<file path="src/dtp_pkg.sv">
`timescale 1ns / 1ps
// ----------------------------------------------------------------------------
// dtp_pkg
// Types, codes, constants and field rules shared by the date/time text parser.
// ----------------------------------------------------------------------------
package dtp_pkg;

   localparam int unsigned ITEM_QUEUE_DEPTH   = 2;
   localparam int unsigned RESULT_QUEUE_DEPTH = 2;

   localparam int unsigned CHAR_W  = 8;
   localparam int unsigned VALUE_W = 14;

   localparam logic [CHAR_W-1:0] CHAR_END     = 8'h00;
   localparam logic [CHAR_W-1:0] CHAR_ZERO    = 8'h30;
   localparam logic [CHAR_W-1:0] CHAR_NINE    = 8'h39;
   localparam logic [CHAR_W-1:0] CHAR_UPPER_A = 8'h41;
   localparam logic [CHAR_W-1:0] CHAR_UPPER_Z = 8'h5A;
   localparam logic [CHAR_W-1:0] CHAR_LOWER_A = 8'h61;
   localparam logic [CHAR_W-1:0] CHAR_LOWER_P = 8'h70;
   localparam logic [CHAR_W-1:0] CASE_OFFSET  = 8'h20;

   localparam logic [CHAR_W-1:0] DATE_SEP_RESET = 8'h2D;
   localparam logic [CHAR_W-1:0] TIME_SEP_RESET = 8'h3A;

   localparam int unsigned YEAR_BASE   = 1900;
   localparam int unsigned YEAR_MIN    = 1980;
   localparam int unsigned HOUR_MAX    = 23;
   localparam int unsigned MINSEC_MAX  = 60;
   localparam int unsigned MONTH_MAX   = 12;
   localparam int unsigned DAY_MAX     = 31;
   localparam int unsigned HOUR_ADJUST = 13;
   localparam int unsigned HALF_DAY    = 12;

   localparam logic [1:0] ORDER_MDY = 2'd0;
   localparam logic [1:0] ORDER_DMY = 2'd1;
   localparam logic [1:0] ORDER_YMD = 2'd2;

   typedef enum logic [3:0] {
      ST_OK        = 4'd0,
      ST_TIME_CHAR = 4'd1,
      ST_HOUR      = 4'd2,
      ST_MINUTE    = 4'd3,
      ST_SECOND    = 4'd4,
      ST_DATE_CHAR = 4'd5,
      ST_YEAR      = 4'd6,
      ST_MONTH     = 4'd7,
      ST_DAY       = 4'd8
   } status_type;

   typedef enum logic [1:0] {
      CSR_DATE_SEP   = 2'd0,
      CSR_TIME_SEP   = 2'd1,
      CSR_DATE_ORDER = 2'd2,
      CSR_CLOCK_24H  = 2'd3
   } csr_index_type;

   typedef enum logic [1:0] {
      ROLE_YEAR  = 2'd0,
      ROLE_MONTH = 2'd1,
      ROLE_DAY   = 2'd2
   } role_type;

   typedef enum logic [1:0] {
      MER_UNDECIDED = 2'd0,
      MER_NONE      = 2'd1,
      MER_AM        = 2'd2,
      MER_PM        = 2'd3
   } meridiem_type;

   typedef struct packed {
      logic [CHAR_W-1:0] date_sep;
      logic [CHAR_W-1:0] time_sep;
      logic [1:0]        date_order;
      logic              clock_24h;
   } cfg_type;

   typedef struct packed {
      logic              op;
      logic [CHAR_W-1:0] code;
      logic              is_end;
      logic              is_digit;
      logic [3:0]        digit;
      logic              is_sep;
      logic              is_a;
      logic              is_p;
   } char_info_type;

   typedef struct packed {
      logic              kind;
      status_type        status;
      logic [CHAR_W-1:0] bad_char;
      logic [4:0]        hours;
      logic [5:0]        minutes;
      logic [5:0]        seconds;
      logic [13:0]       year;
      logic [3:0]        month;
      logic [4:0]        day;
   } rsp_type;

   typedef struct packed {
      status_type         status;
      logic [1:0]         slot;
      logic [VALUE_W-1:0] value;
   } close_type;

   function automatic role_type role_of(input logic [1:0] order, input logic [1:0] pos);
      role_type r;
      unique case (order)
         ORDER_DMY: r = (pos == 2'd0) ? ROLE_DAY : (pos == 2'd1) ? ROLE_MONTH : ROLE_YEAR;
         ORDER_YMD: r = (pos == 2'd0) ? ROLE_YEAR : (pos == 2'd1) ? ROLE_MONTH : ROLE_DAY;
         default:   r = (pos == 2'd0) ? ROLE_MONTH : (pos == 2'd1) ? ROLE_DAY : ROLE_YEAR;
      endcase
      return r;
   endfunction

   function automatic logic [2:0] budget_of(input logic op, input logic [1:0] order,
                                            input logic [1:0] pos);
      return (!op && role_of(order, pos) == ROLE_YEAR) ? 3'd4 : 3'd2;
   endfunction

   // range check and normalization of one finished field
   function automatic close_type close_field(input logic op, input logic [1:0] order,
                                             input logic [1:0] pos,
                                             input logic [VALUE_W-1:0] v,
                                             input logic [6:0] low2);
      close_type          c;
      role_type           r;
      logic [VALUE_W-1:0] y;
      c.status = ST_OK;
      c.slot   = pos;
      c.value  = v;
      r        = role_of(order, pos);
      y        = v;
      if (op) begin
         if (pos == 2'd0) begin
            if (v > VALUE_W'(HOUR_MAX)) c.status = ST_HOUR;
         end else if (v > VALUE_W'(MINSEC_MAX)) begin
            c.status = (pos == 2'd1) ? ST_MINUTE : ST_SECOND;
         end
      end else begin
         c.slot = r;
         unique case (r)
            ROLE_YEAR: begin
               if (v < VALUE_W'(YEAR_BASE)) y = VALUE_W'(YEAR_BASE) + VALUE_W'(low2);
               if (y < VALUE_W'(YEAR_MIN)) c.status = ST_YEAR;
               c.value = y;
            end
            ROLE_MONTH: begin
               if (v == '0) c.value = VALUE_W'(1);
               else if (v > VALUE_W'(MONTH_MAX)) c.status = ST_MONTH;
            end
            default: begin
               if (v == '0) c.value = VALUE_W'(1);
               else if (v > VALUE_W'(DAY_MAX)) c.status = ST_DAY;
            end
         endcase
      end
      return c;
   endfunction

endpackage

</file>
<file path="src/dtp_fifo.sv">
`timescale 1ns / 1ps
// ----------------------------------------------------------------------------
// dtp_fifo
// Small register queue with push/full and pop/empty sides, DEPTH of 2 or more.
// ----------------------------------------------------------------------------
module dtp_fifo #(
   parameter int unsigned WIDTH = 8,
   parameter int unsigned DEPTH = 2
) (
   input  logic             clock,
   input  logic             reset,
   input  logic             push,
   input  logic [WIDTH-1:0] push_data,
   output logic             full,
   input  logic             pop,
   output logic [WIDTH-1:0] pop_data,
   output logic             empty
);

   localparam int unsigned PTR_W = $clog2(DEPTH);
   localparam int unsigned CNT_W = $clog2(DEPTH + 1);

   logic [WIDTH-1:0] slot_ff [DEPTH];
   logic [PTR_W-1:0] wr_ptr_ff, wr_ptr_in;
   logic [PTR_W-1:0] rd_ptr_ff, rd_ptr_in;
   logic [CNT_W-1:0] count_ff, count_in;
   logic             do_push, do_pop;

   assign full     = (count_ff == CNT_W'(DEPTH));
   assign empty    = (count_ff == '0);
   assign do_push  = push && !full;
   assign do_pop   = pop && !empty;
   assign pop_data = slot_ff[rd_ptr_ff];

   always_comb begin
      wr_ptr_in = wr_ptr_ff;
      rd_ptr_in = rd_ptr_ff;
      count_in  = count_ff;
      if (do_push) wr_ptr_in = (wr_ptr_ff == PTR_W'(DEPTH - 1)) ? '0 : wr_ptr_ff + 1'b1;
      if (do_pop)  rd_ptr_in = (rd_ptr_ff == PTR_W'(DEPTH - 1)) ? '0 : rd_ptr_ff + 1'b1;
      if (do_push && !do_pop) count_in = count_ff + 1'b1;
      else if (do_pop && !do_push) count_in = count_ff - 1'b1;
   end

   always_ff @(posedge clock) begin
      if (reset) begin
         wr_ptr_ff <= '0;
         rd_ptr_ff <= '0;
         count_ff  <= '0;
      end else begin
         wr_ptr_ff <= wr_ptr_in;
         rd_ptr_ff <= rd_ptr_in;
         count_ff  <= count_in;
      end
   end

   always_ff @(posedge clock) begin
      if (do_push) slot_ff[wr_ptr_ff] <= push_data;
   end

endmodule

</file>
<file path="src/dtp_front.sv">
`timescale 1ns / 1ps
// ----------------------------------------------------------------------------
// dtp_front
// Takes request characters, classifies them and queues them for the back end.
// ----------------------------------------------------------------------------
module dtp_front
   import dtp_pkg::*;
#(
   parameter int unsigned DEPTH = ITEM_QUEUE_DEPTH
) (
   input  logic              clock,
   input  logic              reset,
   input  cfg_type           cfg,
   input  logic              req_push,
   output logic              req_full,
   input  logic              req_operation,
   input  logic [CHAR_W-1:0] req_char_code,
   input  logic              item_pop,
   output logic              item_empty,
   output char_info_type     item
);

   char_info_type     info;
   logic [CHAR_W-1:0] lower;

   always_comb begin
      lower = (req_char_code >= CHAR_UPPER_A && req_char_code <= CHAR_UPPER_Z)
            ? req_char_code + CASE_OFFSET : req_char_code;
      info.op       = req_operation;
      info.code     = req_char_code;
      info.is_end   = (req_char_code == CHAR_END);
      info.is_digit = (req_char_code >= CHAR_ZERO && req_char_code <= CHAR_NINE);
      info.digit    = req_char_code[3:0];
      // time characters compare case-folded, date characters as they are
      info.is_sep   = (req_char_code != CHAR_END) &&
                      (req_operation ? (lower == cfg.time_sep)
                                     : (req_char_code == cfg.date_sep));
      info.is_a     = (lower == CHAR_LOWER_A);
      info.is_p     = (lower == CHAR_LOWER_P);
   end

   dtp_fifo #(
      .WIDTH ($bits(char_info_type)),
      .DEPTH (DEPTH)
   ) u_item_queue (
      .clock     (clock),
      .reset     (reset),
      .push      (req_push),
      .push_data (info),
      .full      (req_full),
      .pop       (item_pop),
      .pop_data  (item),
      .empty     (item_empty)
   );

endmodule

</file>
<file path="src/dtp_back.sv">
`timescale 1ns / 1ps
// ----------------------------------------------------------------------------
// dtp_back
// Field FSM: one character per cycle unless the result queue is full.
// ----------------------------------------------------------------------------
module dtp_back
   import dtp_pkg::*;
#(
   parameter int unsigned DEPTH = RESULT_QUEUE_DEPTH
) (
   input  logic          clock,
   input  logic          reset,
   input  cfg_type       cfg,
   input  logic          item_empty,
   input  char_info_type item,
   output logic          item_pop,
   input  logic          rsp_pop,
   output logic          rsp_empty,
   output rsp_type       rsp
);

   logic               step;
   logic               rsp_full;
   logic               res_valid;
   rsp_type            res;

   logic [1:0]         field_idx_ff, field_idx_in;
   logic [2:0]         digits_left_ff, digits_left_in;
   logic               loaded_ff, loaded_in;
   logic [VALUE_W-1:0] acc_ff, acc_in;
   logic [3:0]         tens_ff, tens_in;
   logic [3:0]         units_ff, units_in;
   logic [VALUE_W-1:0] stored_ff [3];
   logic [VALUE_W-1:0] stored_in [3];
   meridiem_type       mer_ff, mer_in;
   logic               err_ff, err_in;
   logic               done_ff, done_in;

   logic [6:0]         low2;
   logic               ap;
   logic               ends0;
   logic [2:0]         dl_eff;
   meridiem_type       mer_char;
   close_type          c0, c1, c2;
   status_type         chain_st;
   logic               finish;
   logic               do_clear;
   logic [4:0]         hour;

   assign step     = !item_empty && !rsp_full;
   assign item_pop = step;

   assign low2     = 7'({3'b000, tens_ff} * 7'd10) + 7'(units_ff);
   assign ap       = item.op && (item.is_a || item.is_p);
   assign ends0    = (loaded_ff && digits_left_ff == '0) || item.is_sep || item.is_end || ap;
   assign dl_eff   = loaded_ff ? digits_left_ff : budget_of(item.op, cfg.date_order, field_idx_ff);
   assign mer_char = item.is_a ? MER_AM : (item.is_p ? MER_PM : MER_NONE);
   assign c0       = close_field(item.op, cfg.date_order, field_idx_ff, acc_ff, low2);
   assign c1       = close_field(item.op, cfg.date_order, 2'd1, '0, '0);
   assign c2       = close_field(item.op, cfg.date_order, 2'd2, '0, '0);

   always_comb begin
      field_idx_in   = field_idx_ff;
      digits_left_in = digits_left_ff;
      loaded_in      = loaded_ff;
      acc_in         = acc_ff;
      tens_in        = tens_ff;
      units_in       = units_ff;
      stored_in      = stored_ff;
      mer_in         = mer_ff;
      err_in         = err_ff;
      done_in        = done_ff;
      res_valid      = 1'b0;
      res            = '0;
      res.kind       = item.op;
      chain_st       = ST_OK;
      finish         = 1'b0;
      do_clear       = 1'b0;
      hour           = '0;
      if (step) begin
         if (err_ff) begin
            if (item.is_end) do_clear = 1'b1;
         end else if (done_ff) begin
            if (item.op && mer_ff == MER_UNDECIDED) mer_in = mer_char;
            finish = item.is_end;
         end else if (ends0) begin
            if (c0.status != ST_OK) begin
               res_valid  = 1'b1;
               res.status = c0.status;
               if (item.is_end) do_clear = 1'b1;
               else err_in = 1'b1;
            end else begin
               stored_in[c0.slot] = c0.value;
               acc_in         = '0;
               tens_in        = '0;
               units_in       = '0;
               loaded_in      = 1'b0;
               digits_left_in = '0;
               if (item.is_sep) begin
                  if (field_idx_ff == 2'd2) done_in = 1'b1;
                  else field_idx_in = field_idx_ff + 2'd1;
               end else if (item.is_end || ap) begin
                  // remaining fields close empty
                  if (field_idx_ff < 2'd1 && c1.status != ST_OK) chain_st = c1.status;
                  else if (field_idx_ff < 2'd2 && c2.status != ST_OK) chain_st = c2.status;
                  if (chain_st != ST_OK) begin
                     res_valid  = 1'b1;
                     res.status = chain_st;
                     if (item.is_end) do_clear = 1'b1;
                     else err_in = 1'b1;
                  end else begin
                     if (field_idx_ff < 2'd1) stored_in[c1.slot] = c1.value;
                     if (field_idx_ff < 2'd2) stored_in[c2.slot] = c2.value;
                     field_idx_in = 2'd2;
                     done_in      = 1'b1;
                     if (item.op && mer_ff == MER_UNDECIDED) mer_in = mer_char;
                     finish = item.is_end;
                  end
               end else if (field_idx_ff == 2'd2) begin
                  done_in = 1'b1;
                  if (item.op && mer_ff == MER_UNDECIDED) mer_in = mer_char;
               end else begin
                  // digit budget spent, character starts the next field
                  field_idx_in = field_idx_ff + 2'd1;
                  if (item.is_digit) begin
                     acc_in         = VALUE_W'(item.digit);
                     units_in       = item.digit;
                     loaded_in      = 1'b1;
                     digits_left_in = budget_of(item.op, cfg.date_order,
                                                field_idx_ff + 2'd1) - 3'd1;
                  end else begin
                     res_valid    = 1'b1;
                     res.status   = item.op ? ST_TIME_CHAR : ST_DATE_CHAR;
                     res.bad_char = item.code;
                     err_in       = 1'b1;
                  end
               end
            end
         end else if (item.is_digit) begin
            acc_in         = VALUE_W'(acc_ff * VALUE_W'(10) + VALUE_W'(item.digit));
            tens_in        = units_ff;
            units_in       = item.digit;
            loaded_in      = 1'b1;
            digits_left_in = dl_eff - 3'd1;
         end else begin
            res_valid    = 1'b1;
            res.status   = item.op ? ST_TIME_CHAR : ST_DATE_CHAR;
            res.bad_char = item.code;
            err_in       = 1'b1;
         end

         if (finish) begin
            res_valid = 1'b1;
            do_clear  = 1'b1;
            if (item.op) begin
               hour = stored_in[0][4:0];
               if (!cfg.clock_24h && stored_in[0] < VALUE_W'(HOUR_ADJUST)) begin
                  if (mer_in == MER_AM && hour == 5'(HALF_DAY)) hour = '0;
                  else if (mer_in == MER_PM && hour != 5'(HALF_DAY)) hour = hour + 5'(HALF_DAY);
               end
               res.hours   = hour;
               res.minutes = stored_in[1][5:0];
               res.seconds = stored_in[2][5:0];
            end else begin
               res.year  = stored_in[ROLE_YEAR];
               res.month = stored_in[ROLE_MONTH][3:0];
               res.day   = stored_in[ROLE_DAY][4:0];
            end
         end

         if (do_clear) begin
            field_idx_in   = '0;
            digits_left_in = '0;
            loaded_in      = 1'b0;
            acc_in         = '0;
            tens_in        = '0;
            units_in       = '0;
            stored_in[0]   = '0;
            stored_in[1]   = '0;
            stored_in[2]   = '0;
            mer_in         = MER_UNDECIDED;
            err_in         = 1'b0;
            done_in        = 1'b0;
         end
      end
   end

   always_ff @(posedge clock) begin
      if (reset) begin
         field_idx_ff   <= '0;
         digits_left_ff <= '0;
         loaded_ff      <= 1'b0;
         acc_ff         <= '0;
         tens_ff        <= '0;
         units_ff       <= '0;
         stored_ff[0]   <= '0;
         stored_ff[1]   <= '0;
         stored_ff[2]   <= '0;
         mer_ff         <= MER_UNDECIDED;
         err_ff         <= 1'b0;
         done_ff        <= 1'b0;
      end else begin
         field_idx_ff   <= field_idx_in;
         digits_left_ff <= digits_left_in;
         loaded_ff      <= loaded_in;
         acc_ff         <= acc_in;
         tens_ff        <= tens_in;
         units_ff       <= units_in;
         stored_ff      <= stored_in;
         mer_ff         <= mer_in;
         err_ff         <= err_in;
         done_ff        <= done_in;
      end
   end

   dtp_fifo #(
      .WIDTH ($bits(rsp_type)),
      .DEPTH (DEPTH)
   ) u_rsp_queue (
      .clock     (clock),
      .reset     (reset),
      .push      (step && res_valid),
      .push_data (res),
      .full      (rsp_full),
      .pop       (rsp_pop),
      .pop_data  (rsp),
      .empty     (rsp_empty)
   );

   a_done_last_field: assert property (@(posedge clock) disable iff (reset)
      done_ff |-> field_idx_ff == 2'd2)
      else $error("string done away from last field");

   a_err_not_done: assert property (@(posedge clock) disable iff (reset)
      err_ff |-> !done_ff)
      else $error("error latched on a finished string");

   a_ok_on_end: assert property (@(posedge clock) disable iff (reset)
      (step && res_valid && res.status == ST_OK) |-> item.is_end)
      else $error("ok result on a character other than the end code");

   a_end_clears: assert property (@(posedge clock) disable iff (reset)
      (step && item.is_end) |=> (field_idx_ff == '0 && !err_ff && !done_ff && !loaded_ff))
      else $error("string state not cleared after end code");

   a_budget_range: assert property (@(posedge clock) disable iff (reset)
      loaded_ff |-> digits_left_ff <= 3'd3)
      else $error("digit budget out of range");

endmodule

</file>
<file path="src/date_time_text_parser.sv">
`timescale 1ns / 1ps
// ----------------------------------------------------------------------------
// date_time_text_parser
// Parses date and time strings one character per request. Requests are
// classified and enter a queue of ITEM_DEPTH entries; the back end steps
// the field state once per cycle while an item waits and the result queue
// has room, and pushes results into a queue of RESULT_DEPTH entries.
// Sustained rate is one character per cycle while results are popped. The
// end code (or offending character) passes through the item queue, and its
// result is registered in the result queue before the rsp_ ports show it.
// Requests keep flowing while results wait, until both queues fill. The
// configuration port is always ready and is to be written while idle.
// Queue depths must be 2 or more.
// ----------------------------------------------------------------------------
module date_time_text_parser
   import dtp_pkg::*;
#(
   parameter int unsigned ITEM_DEPTH   = ITEM_QUEUE_DEPTH,
   parameter int unsigned RESULT_DEPTH = RESULT_QUEUE_DEPTH
) (
   input  logic              clock,
   input  logic              reset,
   input  logic              req_push,
   output logic              req_full,
   input  logic              req_operation,
   input  logic [CHAR_W-1:0] req_char_code,
   input  logic              rsp_pop,
   output logic              rsp_empty,
   output logic              rsp_kind,
   output logic [3:0]        rsp_status,
   output logic [CHAR_W-1:0] rsp_bad_char,
   output logic [4:0]        rsp_hours,
   output logic [5:0]        rsp_minutes,
   output logic [5:0]        rsp_seconds,
   output logic [13:0]       rsp_year,
   output logic [3:0]        rsp_month,
   output logic [4:0]        rsp_day,
   input  logic              csr_valid,
   output logic              csr_ready,
   input  logic [1:0]        csr_index,
   input  logic [CHAR_W-1:0] csr_data
);

   cfg_type       cfg_ff, cfg_in;
   logic          item_pop;
   logic          item_empty;
   char_info_type item;
   rsp_type       rsp;

   assign csr_ready = 1'b1;

   always_comb begin
      cfg_in = cfg_ff;
      if (csr_valid) begin
         unique case (csr_index)
            CSR_DATE_SEP:   cfg_in.date_sep   = csr_data;
            CSR_TIME_SEP:   cfg_in.time_sep   = csr_data;
            CSR_DATE_ORDER: cfg_in.date_order = csr_data[1:0];
            CSR_CLOCK_24H:  cfg_in.clock_24h  = csr_data[0];
         endcase
      end
   end

   always_ff @(posedge clock) begin
      if (reset) begin
         cfg_ff.date_sep   <= DATE_SEP_RESET;
         cfg_ff.time_sep   <= TIME_SEP_RESET;
         cfg_ff.date_order <= ORDER_MDY;
         cfg_ff.clock_24h  <= 1'b0;
      end else begin
         cfg_ff <= cfg_in;
      end
   end

   dtp_front #(
      .DEPTH (ITEM_DEPTH)
   ) u_front (
      .clock         (clock),
      .reset         (reset),
      .cfg           (cfg_ff),
      .req_push      (req_push),
      .req_full      (req_full),
      .req_operation (req_operation),
      .req_char_code (req_char_code),
      .item_pop      (item_pop),
      .item_empty    (item_empty),
      .item          (item)
   );

   dtp_back #(
      .DEPTH (RESULT_DEPTH)
   ) u_back (
      .clock      (clock),
      .reset      (reset),
      .cfg        (cfg_ff),
      .item_empty (item_empty),
      .item       (item),
      .item_pop   (item_pop),
      .rsp_pop    (rsp_pop),
      .rsp_empty  (rsp_empty),
      .rsp        (rsp)
   );

   assign rsp_kind     = rsp.kind;
   assign rsp_status   = rsp.status;
   assign rsp_bad_char = rsp.bad_char;
   assign rsp_hours    = rsp.hours;
   assign rsp_minutes  = rsp.minutes;
   assign rsp_seconds  = rsp.seconds;
   assign rsp_year     = rsp.year;
   assign rsp_month    = rsp.month;
   assign rsp_day      = rsp.day;

endmodule

</file>
<file path="config.mk">
export PLATFORM = sky130hd
export DESIGN_NAME = date_time_text_parser
export DESIGN_NICKNAME = d
export VERILOG_FILES = /design/src/dtp_pkg.sv /design/src/dtp_fifo.sv /design/src/dtp_front.sv /design/src/dtp_back.sv /design/src/date_time_text_parser.sv
export SDC_FILE = /design/constraint.sdc
export NUM_CORES = 1
export LEC_CHECK = 0
export BUFFER_PORTS_ARGS = -buffer_cell sky130_fd_sc_hd__buf_2
export CAP_MARGIN = 20
export CORE_ASPECT_RATIO = 0.9
export CORE_UTILIZATION = 39
export CTS_BUF_LIST = sky130_fd_sc_hd__clkbuf_4
export CTS_CLUSTER_DIAMETER = 40
export DETAILED_ROUTE_END_ITERATION = 8
export GPL_TIMING_DRIVEN = 0
export PLACE_DENSITY = 0.62
export SYNTH_ARGS = -nofsm -noshare
export SYNTH_HDL_FRONTEND = slang
export SYNTH_SLANG_ARGS = --single-unit
</file>
<file path="constraint.sdc">
create_clock -name clock -period 9 [get_ports clock]
set_input_delay 0.9 -clock clock [delete_from_list [all_inputs] [get_ports clock]]
set_output_delay 0.9 -clock clock [all_outputs]
set_load 0.01 [all_outputs]
</file>
==> flow_metrics.py, run 1 <==
metrics = {
    "clock_network": {
        "tritoncts": "done",
        "clockBufferDepth": 3,
        "hold_buffers": 0,
        "clk_pin_slew_worst_paths_ps": 60,
        "cts_resized": 0,
        "root_buffer": "clkbuf_4",
        "clk_latency_ps": 700,
        "cts_made_buffers": 58,
        "post-cts-setup-buffers": 0,
        "clock-sinks": 220,
        "cts_max_level": 2,
    },
    "pwr": {
        "p_leak_nw": 5.04,
        "power.density_nw_per_um2": 314,
        "peakVddDrop_mv": 0.141,
    },
    "sta": {
        "clock.fmax_mhz": 183,
        "rsz0062_at_grt": "no",
        "period_minus_slack_ps": 5460,
        "whs_ps": 428,
        "finalHoldViolCount": 0,
        "slew_headroom_pct": 34.9,
        "skew_ps": 87.2,
        "setup-violations-final": 0,
        "slew_violations": 0,
        "tns_ps": 0,
        "tightest_slew_ps": 977,
        "fin_crit_sh_pct": 60.6,
    },
    "layout": {
        "drive_gt1_share_pct": 22.9,
        "nets": 1316,
        "area_growth_pct": 15.3,
        "fill_cells": 2817,
    },
    "detailed_routing": {
        "dr_wl_met2_um": 12900,
        "post_drt_wl_per_cell_um": 17.2,
        "postRouteAntennaNets": 0,
        "first_iter_violations": 668,
        "dr_total_vias": 9024,
        "drc_errors": 0,
        "drt-total-wl_um": 29000,
        "dr.max_layer_used": "met4",
        "wl_met3_um": 1740,
        "wl_met1_um": 13900,
        "firstDrtPassIters": 6,
        "vias_per_cell": 5.35,
    },
    "setup_path": {
        "path_class": "reg -> reg",
        "max_stage_delay_ps": 610,
        "r2r_slack_ps": 3540,
        "crit_top_cell": "ha_1",
        "rr_startpoint": "u_back.tens_ff[0]",
        "crit_fanout": 10,
        "crit_chain": "ha_1 -> inv_1 -> fa_1 -> buf_6 -> xor2_1 -> ha_1 -> and2_1 -> a32o_1 -> or3_1 -> and3_4 -> o31ai_4 -> nor2_4 -> mux2_4 -> ha_1 -> o21ai_0 -> nand4_1 -> a21oi_1 -> o21ai_1 -> a2111oi_1 -> nor3_1",
        "required_ps": 9380,
        "setup.worst_path.start_class": "register",
        "reg2reg_to": "u_back.u_rsp_queue.slot_ff[0][35]",
        "end_kind": "register",
        "crit_arrival_ps": 5840,
        "cp_slowest_cell": "a2111oi_1",
        "crit_path_end": "u_back.u_rsp_queue.slot_ff[0][35]",
        "rr_worst_depth": 20,
        "startpoint": "u_back.tens_ff[0]",
    },
    "yosys": {
        "ys_dominant_reg_cell": "edfxtp_1",
        "synthesis.area_um2": 11700,
        "yosysWarnings": 0,
        "yosysTopAreaCell": "edfxtp_1",
        "synthCells": 1103,
        "synth-edff-count": 134,
        "synth_async_sr_flop_share_pct": 0,
        "synth_area_leaders": "edfxtp_1 34%, dfxtp_1 15%, mux2_2 5.8%",
        "synth.avg_cell_area_um2": 10.6,
        "ys_seq_area_share_pct": 49.0,
        "synth_cell_types": 94,
        "netlist.area_leader.share_pct": 34.3,
        "syn_nets": 1174,
        "ys_ff_latch": 220,
    },
    "grt": {
        "grt_pass1_wl_um": 46400,
        "grt_pass1_vias": 8686,
        "grt_antenna_before_repair": 1,
        "grt-ovfl-total": 0,
        "grt_max_degree": 23,
        "grt_use_total_pct": 19.0,
    },
    "die": {
        "io-pin-count": 80,
        "die_area_um2": 30800,
        "placementRows": 59,
        "die_h_um": 167,
        "start_util_pct": 40.1,
        "core_region_area_um2": 29200,
        "die_w_um": 185,
    },
    "outcome": {
        "status": "finished, final reports clean",
    },
    "run": {
        "maxCapViolations": 0,
    },
    "place": {
        "port_buffers": 77,
        "dpl.hpwl_um": 21000,
        "gp_congestion": 0.886,
    },
    "worst_hold_path": {
        "hold_class": "in -> reg",
    },
}
[how the worst min path moves through the flow]
stage,startpoint,end,cells after the start
after floorplan,u_back.stored_ff[31],u_back.stored_ff[31],2
after global placement,u_back.stored_ff[3],u_back.stored_ff[3],2
after detailed placement,u_back.stored_ff[5],u_back.stored_ff[5],2
after CTS,req_char_code[4],u_front.u_item_queue.slot_ff[1][13],1
after global routing,req_char_code[4],u_front.u_item_queue.slot_ff[0][13],1
final,csr_data[3],cfg_ff[14],2
[cell usage after synthesis, types with 6 or more instances]
| library cell | instances |
|---|---|
| xor2_1 | 24 |
| nand2_1 | 66 |
| clkbuf_1 | 34 |
| nand4_1 | 9 |
| a211oi_1 | 9 |
| a21oi_1 | 59 |
| o21a_1 | 6 |
| nor3b_1 | 8 |
| edfxtp_1 | 134 |
| nor2b_1 | 16 |
| a22o_1 | 8 |
| xnor2_1 | 27 |
| o31ai_1 | 7 |
| inv_1 | 40 |
| o21ai_1 | 7 |
| or3_1 | 10 |
| and2_1 | 6 |
| mux2_2 | 60 |
| mux2i_1 | 31 |
| nor3_1 | 16 |
| nand3_1 | 42 |
| a31oi_1 | 7 |
| nand3b_1 | 14 |
| nor2_1 | 122 |
| a21o_1 | 7 |
| o2bb2ai_1 | 6 |
| nor4_1 | 10 |
| o21ai_0 | 28 |
| a22oi_1 | 10 |
| a211o_1 | 12 |
| nand2b_1 | 6 |
| or2_2 | 6 |
| dfxtp_1 | 86 |
| ha_1 | 43 |
| o31a_1 | 6 |
| buf_2 | 19 |
| and3_1 | 7 |
[power by group]
group	switching, mW	internal (mW)	total, mW
Combinational	1.20	0.724	1.92
Clock	0.408	0.490	0.898
Sequential	0.0958	1.34	1.43
Total	1.70	2.55	4.25
[worst max-delay path: cells and delay by family (launching register included)]
kind / cells / cell delay [ps]
compound gates: 6 / 1820
simple gates: 6 / 1150
fa+ha+maj: 4 / 1120
flops: 1 / 370
mux: 1 / 340
buf+inv: 2 / 230
xor+xnor: 1 / 170
[sequential cells by signal, summed over array words and instances (netlist names), 2 cells and up, named ones only]
signal	count
cfg_ff	19
u_back.stored_ff	26
u_back.units_ff	4
u_back.mer_ff	2
u_back.field_idx_ff	2
u_back.u_rsp_queue.count_ff	2
u_back.u_rsp_queue.slot_ff	106
u_back.tens_ff	4
u_front.u_item_queue.slot_ff	28
u_back.digits_left_ff	3
u_back.acc_ff	13
u_front.u_item_queue.count_ff	2
[cell usage in the layout (no fill, tap or decap), types with 40 or more instances in the layout]
master / instances
edfxtp_1: 134
nor2_1: 122
buf_2: 96
clkbuf_4: 92
dfxtp_1: 86
nand2_1: 66
mux2_2: 60
a21oi_1: 58
ha_1: 43
nand3_1: 42
inv_1: 40
[routing by layer]
layer  up-vias  GRT usage (%)
met5         -              0
met4         0           4.78
met3        46           3.39
met2       275           29.4
met1      4316           27.3
li1       4387              -
[area by class of cell]
type | count | area (um^2) | share of cell area (%)
Sequential cell | 220 | 5750 | 42.5
Multi-Input combinational cell | 780 | 5570 | 41.2
Clock buffer | 92 | 691 | 5.10
Timing Repair Buffer | 82 | 507 | 3.74
Tap cell | 396 | 495 | 3.66
Buffer | 61 | 283 | 2.09
Inverter | 42 | 158 | 1.17
Clock inverter | 13 | 81.3 | 0.601
Antenna cell | 1 | 2.50 | 0.0185
[metrics by stage]
stage	instances	util (%)	setup slack [ps]	power, mW	area, um^2
floorplan	1103	-	1310	2.75	11700
global placement	1576	43.1	-1230	3.31	12600
detailed placement	1581	43.6	3540	3.36	12800
CTS	1686	46.3	3560	4.27	13500
global route	1687	46.3	3180	4.54	13500
finish	1687	46.3	3540	4.25	13500
[cell families (layout without fill, tap and decap cells)]
group | count (synthesis) | count (layout) | synth area share (%)
adders and majority gates | 47 | 47 | 5.27
xor gates and xnor gates | 51 | 51 | 3.81
other | 1 | 2 | 0.0320
AOI/OAI and AO/OA | 215 | 215 | 12.8
DFF | 220 | 220 | 49.0
muxes | 93 | 93 | 8.72
buffers and inverters | 103 | 290 | 3.75
and+or+nand+nor | 373 | 373 | 16.6
No activity file was read; power rests on OpenSTA's default activity.
==> inputs of run 2 (changes only) <==
- ABC_AREA: unset -> 1
- PLACE_DENSITY: 0.62 -> 0.64
- clock period: 9 -> 4.9 ns (I/O delays scaled with it)
==> flow_metrics.py, run 2 <==
metrics = {
    "detailed_routing": {
        "vias_per_cell": 5.04,
        "post_drt_wl_per_cell_um": 15.0,
        "postRouteAntennaNets": 0,
        "drt-total-wl_um": 27900,
        "firstDrtPassIters": 5,
        "dr_total_vias": 9392,
        "drc_errors": 0,
        "first_iter_violations": 587,
    },
    "setup_path": {
        "end_kind": "register",
        "crit_fanout": 6,
        "required_ps": 5290,
        "cp_slowest_cell": "fa_1",
        "max_stage_delay_ps": 470,
        "crit_arrival_ps": 4920,
        "crit_top_cell": "nand2_1",
        "path_class": "reg -> reg",
        "r2r_slack_ps": 370,
        "setup.worst_path.start_class": "register",
    },
    "place": {
        "dpl.hpwl_um": 20600,
        "port_buffers": 77,
        "place_ws_ps": 267,
        "gp_congestion": 0.914,
        "dp.cells": 1757,
    },
    "layout": {
        "area_growth_pct": 15.2,
        "final_common_cell": "nand2_1",
        "final_cell_mix": "227 x nand2_1, 155 x inv_1, 134 x edfxtp_1",
        "utilization_pct": 45.8,
        "drive_gt1_share_pct": 20.0,
        "largestRegisters": "u_back.u_rsp_queue.slot_ff x106, u_front.u_item_queue.slot_ff x28, u_back.stored_ff x26",
        "largest_register": "u_back.u_rsp_queue.slot_ff",
        "largest_register_ff_count": 106,
        "nets": 1496,
        "fin_cells": 1865,
    },
    "sta": {
        "clock.fmax_mhz": 221,
        "fin_crit_sh_pct": 92.4,
        "skew_ps": 61.7,
        "slew_headroom_pct": 38.3,
        "tightest_slew_ps": 925,
        "setup_ws_ps": 370,
        "finalHoldViolCount": 0,
        "setup-violations-final": 0,
        "slew_violations": 0,
        "period_minus_slack_ps": 4530,
    },
    "yosys": {
        "syn_nets": 1351,
        "synth_async_sr_flop_share_pct": 0,
        "synth_cell_types": 58,
        "synth_xor_xnor_area_share_pct": 2.43,
        "ys_ff_latch": 220,
        "synth-compound-area-share_pct": 10.8,
        "yosysWarnings": 0,
        "synth.area.mux_share_pct": 5.35,
        "ys_top_cells_by_count": "229 x nand2_1, 156 x inv_1, 134 x edfxtp_1",
        "ys_dominant_reg_cell": "edfxtp_1",
        "netlist.area_leader.share_pct": 34.9,
        "synth-edff-count": 134,
        "yosysTopAreaCell": "edfxtp_1",
        "synth_top_family_by_area": "simple AND/OR/NAND/NOR gates",
        "synth_fa_ha_area_share_pct": 5.36,
        "synthesis.area_um2": 11500,
        "synth_area_leaders": "edfxtp_1 35%, dfxtp_1 15%, nand2_1 7.4%",
        "yosys.area_share.simple_pct": 19.3,
        "synth_most_common_cell": "nand2_1",
        "synth.avg_cell_area_um2": 9.02,
        "ys_seq_area_share_pct": 49.8,
        "synthCells": 1280,
    },
    "die": {
        "die_w_um": 183,
        "start_util_pct": 39.8,
        "die_h_um": 165,
        "io-pin-count": 80,
        "placementRows": 59,
        "die_area_um2": 30300,
        "core_region_area_um2": 29000,
    },
    "grt": {
        "grt_max_degree": 32,
        "grt-ovfl-total": 0,
        "grt_pass1_wl_um": 44500,
        "grt_pass1_vias": 8938,
        "grt_antenna_before_repair": 1,
        "grt_use_total_pct": 18.5,
    },
    "outcome": {
        "status": "finished, final reports clean",
    },
    "clock_network": {
        "clk_pin_slew_worst_paths_ps": 60,
        "tritoncts": "done",
        "cts_made_buffers": 55,
        "clock-sinks": 220,
        "clockBufferDepth": 3,
        "clk_latency_ps": 690,
        "cts_max_level": 2,
        "root_buffer": "clkbuf_4",
    },
    "pwr": {
        "power.density_nw_per_um2": 725,
        "p_leak_nw": 5.46,
        "finalPower_mw": 9.63,
        "peakVddDrop_mv": 0.315,
    },
    "run": {
        "maxCapViolations": 0,
    },
    "worst_hold_path": {
        "hold_class": "in -> reg",
    },
}
==> run 2: cell count changes in the layout (fill, tap and decap cells not counted), sizes merged, moves of 10 or more <==
cell / previous run / this run
nand3b: 14 / 2
nand4: 9 / 28
o21ai: 36 / 81
inv: 42 / 166
xnor2: 27 / 13
or3: 11 / 1
nor2b: 17 / 0
a211o: 13 / 0
clkbuf: 126 / 109
mux2i: 32 / 2
nand3: 43 / 63
a21oi: 59 / 98
nand2: 67 / 237
==> run 2: metrics by stage <==
step | hold slack (ps) | instance area [um^2] | TNS (ps)
floorplan | 426 | 11500 | 0
global placement | 437 | 12400 | -107430
detailed placement | 455 | 12500 | 0
CTS | 0.155 | 13200 | 0
global route | 3.70 | 13300 | -1.21
finish | 68.8 | 13300 | 0
==> run 2: what timing repair did <==
action | in CTS | in global routing
resized for setup | 0 | 10
endpoints found under the hold margin | 2 | 0
setup endpoints to repair | 0 | 73
setup buffers | 0 | 6
hold buffers | 1 | 0
==> run 2: area by class of cell <==
type                       instances  area (um^2)
buffer                            39          181
clock buffer                      87          653
inverter                         167          627
multi-input combinational        854         5030
timing repair buffer              88          503
fill                            2816        15700
antenna                            1         2.50
sequential                       220         5750
tap                              396          495
clock inverter                    13         55.1
==> run 2: cell families (layout without fill, tap and decap cells) <==
family	Yosys count	after routing
simple gates	497	497
compound gates	222	222
flops	220	220
buf+inv	206	394
mux	55	55
fa+ha+maj	47	47
xor+xnor	32	32
other cells	1	2
==> run 2: report_power, final <==
part	internal [mW]	switching [mW]	leakage, nW
Clock	0.804	0.734	0.427
Sequential	2.62	0.261	1.95
Combinational	1.77	3.44	3.08
Total	5.19	4.44	5.46
==> run 2: layer usage <==
metal | vias to the layer above | wire [um] | global-route usage (%)
li1 | 4680 | - | -
met1 | 4371 | 12700 | 24.2
met2 | 298 | 12900 | 30.8
met3 | 43 | 1830 | 3.79
met4 | 0 | 509 | 6.10
met5 | - | 0 | 0
==> run 2: path summary, 6_finish.rpt <==
path         cells past startpoint                      startpoint                                end
max                             31               u_back.tens_ff[1]  u_back.u_rsp_queue.slot_ff[0][39]
min                              3                     csr_data[4]                          cfg_ff[7]
max reg2reg                     31               u_back.tens_ff[1]  u_back.u_rsp_queue.slot_ff[0][39]
min reg2reg                      1  u_front.u_item_queue.rd_ptr_ff                           register
==> run 2: worst max-delay path, delay by kind of cell, from the launching register on <==
kind | cells | cell delay [ps]
DFF | 1 | 330
adders and majority gates | 4 | 1170
buffers and inverters | 3 | 310
and+or+nand+nor | 22 | 2240
AOI/OAI and AO/OA | 2 | 160
==> inputs of run 3 (changes only) <==
- REMOVE_ABC_BUFFERS: unset -> 1
==> flow_metrics.py, run 3 (same netlist as run 2, synthesis figures left out) <==
metrics = {
    "worst_hold_path": {
        "whs_path_depth": 3,
        "hold_class": "in -> reg",
    },
    "clock_network": {
        "clk_latency_ps": 680,
        "clk_pin_slew_worst_paths_ps": 70,
        "clockBufferDepth": 3,
        "tritoncts": "done",
        "cts_made_buffers": 58,
        "clock-sinks": 220,
        "cts_max_level": 2,
        "root_buffer": "clkbuf_4",
    },
    "setup_path": {
        "path_class": "reg -> reg",
        "worst-path-buf-inv": 3,
        "cp_slowest_cell": "nor2_4",
        "max_stage_delay_ps": 470,
        "end_kind": "register",
        "crit_fanout": 32,
        "rr_worst_depth": 26,
        "worst_path_dominant_cell_family": "simple AND/OR/NAND/NOR gates",
        "crit_top_cell": "nand2_1",
        "crit_arrival_ps": 4870,
        "required_ps": 5250,
        "setup.worst_path.start_class": "register",
        "cp.depth": 26,
    },
    "layout": {
        "nets": 1472,
        "diodes": 0,
        "largest_register_ff_count": 106,
        "largestRegisters": "u_back.u_rsp_queue.slot_ff x106, u_front.u_item_queue.slot_ff x28, u_back.stored_ff x26",
        "final_cell_mix": "227 x nand2_1, 155 x inv_1, 134 x edfxtp_1",
        "drive_gt1_share_pct": 20.3,
        "area_growth_pct": 15.7,
        "stdcell_area_um2": 13400,
        "fin_cells": 1846,
        "final_common_cell": "nand2_1",
        "largest_register": "u_back.u_rsp_queue.slot_ff",
        "utilization_pct": 46.0,
    },
    "place": {
        "dp.cells": 1723,
        "placed_cell_area_um2": 12400,
        "gp_congestion": 0.862,
        "port_buffers": 78,
        "dpl.hpwl_um": 18600,
    },
    "sta": {
        "period_minus_slack_ps": 4520,
        "tns_ps": 0,
        "fin_crit_sh_pct": 92.2,
        "finalHoldViolCount": 0,
        "tightest_slew_ps": 967,
        "slew_headroom_pct": 35.5,
        "setup-violations-final": 0,
        "slew_violations": 0,
        "skew_ps": 34.8,
        "clock.fmax_mhz": 221,
    },
    "die": {
        "placementRows": 59,
        "die_h_um": 165,
        "die_w_um": 183,
        "die_area_um2": 30300,
        "core_region_area_um2": 29000,
        "start_util_pct": 39.8,
        "io-pin-count": 80,
    },
    "grt": {
        "grt_antenna_before_repair": 0,
        "grt_pass1_vias": 8717,
        "grt-ovfl-total": 0,
        "grt_use_total_pct": 17.5,
        "grt_max_degree": 45,
        "grt_pass1_wl_um": 42400,
    },
    "run": {
        "maxCapViolations": 0,
    },
    "detailed_routing": {
        "drc_errors": 0,
        "drt-total-wl_um": 26500,
        "vias_per_cell": 4.98,
        "first_iter_violations": 496,
        "firstDrtPassIters": 5,
        "postRouteAntennaNets": 0,
        "post_drt_wl_per_cell_um": 14.4,
        "dr_total_vias": 9188,
    },
    "pwr": {
        "p_leak_nw": 5.49,
        "seqPwrFrac_pct": 30.0,
        "pwr-share-clk_pct": 17.2,
        "peakVddDrop_mv": 0.299,
        "p_sw_mw": 4.36,
        "finalPower_mw": 9.62,
        "intPower_mw": 5.26,
        "p_comb_share_pct": 52.8,
        "power.density_nw_per_um2": 721,
        "switching_share_pct": 45.3,
    },
    "outcome": {
        "status": "finished, final reports clean",
    },
}
[run 3: cell types whose count changed in the layout (fill, tap and decap cells not counted), moves of 3 or more]
cell | before | now
buf_2 | 87 | 78
clkbuf_1 | 22 | 0
buf_1 | 4 | 0
clkinv_2 | 2 | 5
clkinv_1 | 11 | 18
clkbuf_4 | 87 | 84
[run 3: area by class of cell]
type                            instances  area [um^2]
Clock buffer                           84          631
Clock inverter                         25          158
Fill cell                            2805        15700
Inverter                              167          627
Multi-Input combinational cell        856         5040
Sequential cell                       220         5750
Tap cell                              396          495
Timing Repair Buffer                   98          651
[run 3: timing repair]
action,CTS,global route
setup buffers,0,8
hold buffers,2,0
endpoints found under the hold margin,4,0
endpoints found under the setup margin,0,88
gates resized for setup,0,7
[run 3: worst paths after layout]
path              slack, ps                            from                                to
setup reg to reg        380               u_back.tens_ff[1]  u_back.u_rsp_queue.slot_ff[1][7]
hold reg to reg         450  u_front.u_item_queue.rd_ptr_ff                          register
setup / recovery        380               u_back.tens_ff[1]  u_back.u_rsp_queue.slot_ff[1][7]
hold / removal           50                     csr_data[4]                         cfg_ff[7]
[run 3: worst reg2reg max path, stage by stage (launching register included)]
cell and delay, ps:
dfxtp_1 330, ha_1 290, ha_1 190, inv_1 60, fa_1 460, nor2_2 150
nand3_1 100, nand3_1 110, nand2_1 80, nand2_1 70, nand2_1 50, nand2_1 60
nand2_1 80, nand2_1 80, nand2_1 60, nand2_1 90, nand2_1 80, nand2_2 100
nand4_4 140, inv_1 150, nand4_1 110, a21oi_1 250, nand2_1 120, nand2_1 100
nand2_2 140, nor2_4 470, buf_12 280
[run 3: power groups by stage]
| stage | sequential, mW | clock, mW | combinational, mW |
|---|---|---|---|
| 2_1_floorplan | 2.88 | 0 | 3.45 |
| 3_3_place_gp | 2.95 | 0 | 4.59 |
| 3_5_place_dp | 2.92 | 0 | 4.87 |
| 4_1_cts | 2.89 | 1.71 | 4.90 |
| 5_1_grt | 2.95 | 1.81 | 5.69 |
| 6_report | 2.89 | 1.66 | 5.08 |
[run 3: stage by stage]
stage               hold slack (ps)  setup slack (ps)
floorplan                       426              -684
global placement                437             -2600
detailed placement              444               113
CTS                            3.92               135
global route                   21.0             -4.11
finish                         54.3               382
[run 3: layer usage]
layer | wire length, um | vias up | global-route usage (%)
met1 | 12200 | 4287 | 22.2
met5 | 0 | - | 0
li1 | - | 4629 | -
met3 | 1210 | 51 | 3.38
met2 | 12500 | 221 | 29.8
met4 | 674 | 0 | 6.25
